File: src/rtl/gdqi_pkg.sv
// shared types and constants of the genotype dosage qc and impute block
package gdqi_pkg;

  localparam int unsigned DOSE_W = 16;
  localparam int unsigned Q_W    = 17;
  localparam int unsigned CNT_OUT_W = 13;
  localparam int unsigned CFG_W  = 17;

  localparam logic [DOSE_W-1:0] DOSAGE_MAX = 16'd32768;
  localparam logic [Q_W-1:0]    Q16_ONE    = 17'd65536;

  // configuration register indexes
  typedef logic [1:0] reg_idx_t;
  localparam reg_idx_t REG_DOSE_MODE     = 2'd0;
  localparam reg_idx_t REG_MAF_THRESHOLD = 2'd1;
  localparam reg_idx_t REG_MAX_MISSING   = 2'd2;

  // command and result kind codes
  localparam logic CMD_LOAD     = 1'b0;
  localparam logic CMD_READ     = 1'b1;
  localparam logic KIND_SUMMARY = 1'b0;
  localparam logic KIND_READ    = 1'b1;

  localparam logic [1:0] GENO_MISSING = 2'd3;

  typedef enum logic [1:0] {
    VERDICT_KEPT     = 2'd0,
    VERDICT_MISSING  = 2'd1,
    VERDICT_FREQ     = 2'd2,
    VERDICT_OVERFLOW = 2'd3
  } verdict_t;

  // one buffered sample
  typedef struct packed {
    logic              missing;
    logic [DOSE_W-1:0] dosage;
  } entry_t;

  // divider status toward the sequencer
  typedef struct packed {
    logic           done;
    logic           rem_nz;
    logic [Q_W-1:0] quot;
  } div_res_t;

endpackage

File: src/rtl/gdqi_div.sv
// shared restoring divider, one quotient bit per cycle, quotient bounded to 17 bits
module gdqi_div #(
  parameter int unsigned DW = 13
) (
  input  logic                  clk,
  input  logic                  rst,
  input  logic                  start,
  input  logic [DW-1:0]         hi,
  input  logic [gdqi_pkg::Q_W-1:0] lo,
  input  logic [DW-1:0]         divisor,
  output gdqi_pkg::div_res_t    res
);
  import gdqi_pkg::*;

  localparam int unsigned CNT_W = $clog2(Q_W + 1);

  logic [DW-1:0]    rem;
  logic [DW-1:0]    dvs;
  logic [Q_W-1:0]   lo_sh;
  logic [Q_W-1:0]   quot;
  logic [CNT_W-1:0] cnt;
  logic             run;
  logic             done;
  logic [DW:0]      trial;
  logic [DW:0]      diff;
  logic             fits;

  // hi is below the divisor, so the partial remainder stays under DW bits
  assign trial = {rem, lo_sh[Q_W-1]};
  assign fits  = trial >= {1'b0, dvs};
  assign diff  = trial - {1'b0, dvs};

  always_ff @(posedge clk) begin
    if (rst) begin
      run  <= 1'b0;
      done <= 1'b0;
    end else begin
      done <= 1'b0;
      if (start) begin
        run   <= 1'b1;
        rem   <= hi;
        lo_sh <= lo;
        dvs   <= divisor;
        quot  <= '0;
        cnt   <= '0;
      end else if (run) begin
        rem   <= fits ? diff[DW-1:0] : trial[DW-1:0];
        lo_sh <= {lo_sh[Q_W-2:0], 1'b0};
        quot  <= {quot[Q_W-2:0], fits};
        cnt   <= cnt + 1'b1;
        if (cnt == CNT_W'(Q_W - 1)) begin
          run  <= 1'b0;
          done <= 1'b1;
        end
      end
    end
  end

  assign res.done   = done;
  assign res.rem_nz = (rem != '0);
  assign res.quot   = quot;

endmodule

File: config.mk
export PLATFORM = sky130hd
export DESIGN_NAME = gdqi_div
export DESIGN_NICKNAME = d
export VERILOG_FILES = /design/src/rtl/gdqi_pkg.sv /design/src/rtl/gdqi_div.sv
export SDC_FILE = /design/constraint.sdc
export NUM_CORES = 1
export LEC_CHECK = 0
export ABC_AREA = 1
export ABC_CLOCK_PERIOD_IN_PS = 5600
export BUFFER_PORTS_ARGS = -buffer_cell sky130_fd_sc_hd__buf_4
export CORE_ASPECT_RATIO = 1.4
export CORE_MARGIN = 2
export CORE_UTILIZATION = 57
export DETAILED_ROUTE_END_ITERATION = 10
export HOLD_SLACK_MARGIN = 0.08
export PLACE_DENSITY = 0.85
export SETUP_SLACK_MARGIN = 0.4
export SYNTH_ARGS = -nofsm -noshare
export SYNTH_HDL_FRONTEND = slang
export SYNTH_SLANG_ARGS = --single-unit
File: constraint.sdc
create_clock -name clk -period 5.6 [get_ports clk]
set_input_delay 1.12 -clock clk [delete_from_list [all_inputs] [get_ports clk]]
set_output_delay 1.12 -clock clk [all_outputs]
set_load 0.02 [all_outputs]
# Word-level counts from Yosys, hierarchy flattened
# Cells that the tools add are included.
totals:
  inputBits: 46
  word_cells: 29
  regBits: 67
  output_inout_bits: 19
classes:
  n_eq_ne: 1
  muxes: 11
  bitwise_logic: 2
  reduce_logical: 5
  add_sub_neg: 2
  magnitude_cmp: 1
op_table:
  columns: ["op", "n"]
  rows:
  - ["2-to-1 mux 17 bit", 3]
  - ["2-to-1 mux 13 bit", 3]
  - [">= comparator 14 x 13 -> 1 bit", 1]
  - ["nonzero test 13 bit", 1]
  - ["subtractor 13 bit", 1]
  - ["adder 5 x 1 -> 5 bit (second input constant)", 1]
  - ["== test 5 bit (second input constant)", 1]
  - ["2-to-1 mux 5 bit", 1]
  - ["2-to-1 mux 1 bit", 4]
  - ["AND reduction 2 bit", 2]
  - ["OR reduction 3 bit", 1]
  - ["inverter 1 bit", 2]
  - ["nonzero test 2 bit", 1]

# Depth between registers and ports, before layout
depth:
  word_depth: 4
  ltp_mapped: 14
  mapped_depth_nobuf: 14

# Worst setup path after synthesis
# OpenSTA, ideal clock, no wires.
synth_timing:
  path_kind: "input to register"
  from: "in start"
  to: "reg run"
  setup_slack_ns: 1.052
  t_required_ns: 5.529
  path_buffers: 1
  setup_ns: 0.071
  cell_stages: 5
  arrival_ns: 4.477
  cell_sequence: "clkbuf_1 -> inv_1 -> a21oi_1 -> o21ai_0 -> inv_1"
synth_between:
  elab_chain_cells: 1
synth_lines:
  columns: ["element", "line_no", "source"]
  rows:
  - ["start, declared", "gdqi_div.sv:7", "input logic start,"]
  - ["2-to-1 mux 1 bit", "gdqi_div.sv:39", "if (start) begin"]
  - ["end signal, assigned", "gdqi_div.sv:35", "run <= 1'b0;"]
  - ["end signal, assigned", "gdqi_div.sv:40", "run <= 1'b1;"]
  - ["end signal, assigned", "gdqi_div.sv:52", "run <= 1'b0;"]
  - ["end, declared", "gdqi_div.sv:22", "logic run;"]
# Every way passes these cells.
# A chain may end at the register's enable or synchronous reset.

# Final worst setup path
layout_timing:
  from: "in start"
  to: "reg dvs[7], enable pin"
layout_between:
  elab_chain_cells: 1
layout_lines:
  columns: ["element", "line_no", "source"]
  rows:
  - ["AND reduction 2 bit (no line)", null, null]
  - ["end signal, assigned", "gdqi_div.sv:43", "dvs <= divisor;"]
  - ["end, declared", "gdqi_div.sv:18", "logic [DW-1:0] dvs;"]
# Every way passes these cells.

==> results.sh <==
export IMPL_grt_pass1_wl_um=13700
export IMPL_postRouteAntennaNets=0
export IMPL_final_setup_worst_slack_ps=2610
export IMPL_synth_distinct_cells=33
export IMPL_die_w_um=73.8
export IMPL_clkSinkCount=67
export IMPL_drive_gt1_frac=0.224
export IMPL_grt_max_degree=54
export IMPL_hold_violations=0
export IMPL_start_kind="primary input"
export IMPL_critical_path_top_delay_family="simple AND/OR/NAND/NOR gates"
export IMPL_syn_num_nets=508
export IMPL_start_util=0.588
export IMPL_hold_end="lo_sh[14]"
export IMPL_grt_pass1_vias=3233
export IMPL_placed_cells=590
export IMPL_pin_count=65
export IMPL_status="complete, no violations"
export IMPL_core_sq_um=6610
export IMPL_clock_latency_ps=340
export IMPL_path_common_cell="buf_4"
export IMPL_ys_warn_count=0
export IMPL_relSlewSlack=0.171
export IMPL_fmax_mhz=334
export IMPL_pwr_density_cell_nw_per_um2=281
export IMPL_wl_per_cell_um=13.8
export IMPL_fin_cells=606
export IMPL_grtUsageTotal=0.245
export IMPL_hold_class="flip-flop to flip-flop"
export IMPL_ys_seq_area_frac=0.513
export IMPL_min_period_ps=2990
export IMPL_worst_pin_slew_ps=1240
export IMPL_die_h_um=102
export IMPL_cp_cell_sequence="buf_4 -> inv_1 -> buf_4 -> nor2_1"
export IMPL_drt_iter0_drc=155
export IMPL_cts_resized=0
export IMPL_dp_hpwl_um=6230
export IMPL_endpoint_kind="flip-flop"
export IMPL_syn_area_per_cell_sq_um=8.71
export IMPL_cts_buffers_inserted=9
export IMPL_min_from="lo_sh[13]"
export IMPL_rsz0062_at_grt="false"
export IMPL_final_period_utilization=0.535
export IMPL_cp_arrival_ps=2950
export IMPL_nFillCells=496
export IMPL_regArea_sq_um=1990
export IMPL_port_buffers=64
export IMPL_leakagePower_nw=2.30
export IMPL_cp_max_fo=53
export IMPL_reg2reg_from="lo_sh[16]"
export IMPL_routabilityCongestion=0.914
export IMPL_multiInputGateArea_sq_um=1490
export IMPL_cts_hold_buf=0
export IMPL_antenna_found_initial=0
export IMPL_timing_rr_end="rem[9]"
export IMPL_drc=0
export IMPL_slowest_delay_ps=960
export IMPL_syn_inst=446
export IMPL_setup_viol_count_final=0
export IMPL_path_class="primary input to flip-flop"
export IMPL_peakVddDrop_mv=0.301
export IMPL_dr_pass1_iters=4
export IMPL_grt_remaining_overflow=0
export IMPL_maxCapViolations=0
export IMPL_drt_wl_total_um=8370
export IMPL_critPathSlowestCell="nor2_1"
export IMPL_dieArea_sq_um=7500
export IMPL_worst_path_buf_inv=3
export IMPL_dp_slack_ps=2240
export IMPL_required_ps=5550
export IMPL_area_growth_pct=18.4
export IMPL_clk_pin_slew_ps=70
export IMPL_cts_tree="built"
export IMPL_clockRootBuffer="clkbuf_8"
export IMPL_nNetsFinal=571
export IMPL_syn_area_sq_um=3890
export IMPL_r2r_slack_ps=3170
export IMPL_vias=3086
export IMPL_ff2ff_path_depth=14
export IMPL_placementRows=35
export IMPL_vias_per_cell=5.09
export IMPL_antenna_cells=0
export IMPL_ys_ff_latch=67
export IMPL_min_path_cells=2
export IMPL_slew_viol_final=0
export IMPL_finalSetupTns_ps=0
export IMPL_timing_hold_ws_ps=517
export IMPL_skew_ps=11.4
export IMPL_p_total_mw=1.29
export IMPL_htree_levels=3
export IMPL_clockBufferDepth=2
export IMPL_cts_setup_buffers=0
registers in the layout, indices dropped and copies added (netlist names):
signal,flops
lo_sh,17
quot,17
dvs,13
rem,13
cnt,5
done,1
run,1
layout make-up:
class | instances | area share
sequential | 67 | 0.433
multi-input combinational | 280 | 0.323
timing repair buffer | 66 | 0.108
inverter | 85 | 0.0694
clock buffer | 9 | 0.0269
tap | 92 | 0.0250
clock inverter | 7 | 0.0150
per-stage QoR:
stage	util	instance area, sq um
3_5_place_dp	0.667	4410
2_1_floorplan	-	3890
3_3_place_gp	0.667	4410
4_1_cts	0.696	4600
5_1_grt	0.696	4600
6_report	0.696	4600
cells in the mapped netlist:
master	number	area, sq um
a21oi_1	4	20.0
a21oi_4	1	16.3
buf_12	1	20.0
buf_2	2	10.0
buf_4	3	22.5
buf_6	1	11.3
clkbuf_1	6	22.5
clkbuf_8	1	13.8
dfxtp_1	2	40.0
edfxtp_1	65	1950
fa_1	1	20.0
ha_1	15	188
inv_1	79	297
inv_2	6	22.5
nand2_1	142	533
nand2_2	7	43.8
nand2_4	4	45.0
nand3_1	20	100
nand3_2	9	90.1
nand3_4	1	17.5
nand4_1	16	100
nand4_2	1	12.5
nor2_1	39	146
nor2_2	1	6.26
nor2_4	2	22.5
nor3_1	3	15.0
nor4_1	2	12.5
o21ai_0	2	10.0
o21ai_1	2	10.0
o21bai_1	1	7.51
or2_1	1	6.26
xnor2_1	2	17.5
xor2_1	4	35.0
worst min-delay path: stages, from the launching register on:
cell and delay, ps:
edfxtp_1 320, nand2_1 50, nand2_1 50
placed cells by master (no fill, tap or decap), drive strengths merged, types with 5 or more instances in the layout:
| cell type | instances |
|---|---|
| nand2 | 153 |
| inv | 85 |
| buf | 66 |
| edfxtp | 65 |
| nor2 | 42 |
| nand3 | 30 |
| nand4 | 17 |
| ha | 15 |
| clkbuf | 9 |
| a21oi | 5 |
where the power goes:
group | total (mW) | switching [mW] | internal [mW]
clock | 0.389 | 0.185 | 0.204
combinational | 0.289 | 0.179 | 0.110
sequential | 0.615 | 0.0195 | 0.596
kinds of logic (layout without fill, tap and decap cells):
family	after synthesis	in the layout	synth area share
simple gates	248	248	0.296
buf+inv	99	167	0.108
flops	67	67	0.513
fa+ha+maj	16	16	0.0534
compound gates	10	10	0.0164
xor+xnor	6	6	0.0135
routing by layer:
layer,up-vias,share of wire,GRT usage
li1,1536,-,-
met5,-,0,0
met4,0,0.031,0.136
met2,96,0.55,0.439
met1,1430,0.37,0.260
met3,24,0.043,0.0537
how the worst max path moves through the flow:
| stage | startpoint | endpoint | cells past startpoint |
|---|---|---|---|
| 6_report | start | dvs[7] | 4 |
| 5_1_grt | start | run | 6 |
| 4_1_cts | start | dvs[7] | 4 |
| 3_5_place_dp | start | dvs[11] | 4 |
| 3_3_place_gp | start | dvs[2] | 4 |
| 2_1_floorplan | start | run | 5 |
No activity file was read; power rests on OpenSTA's default activity.
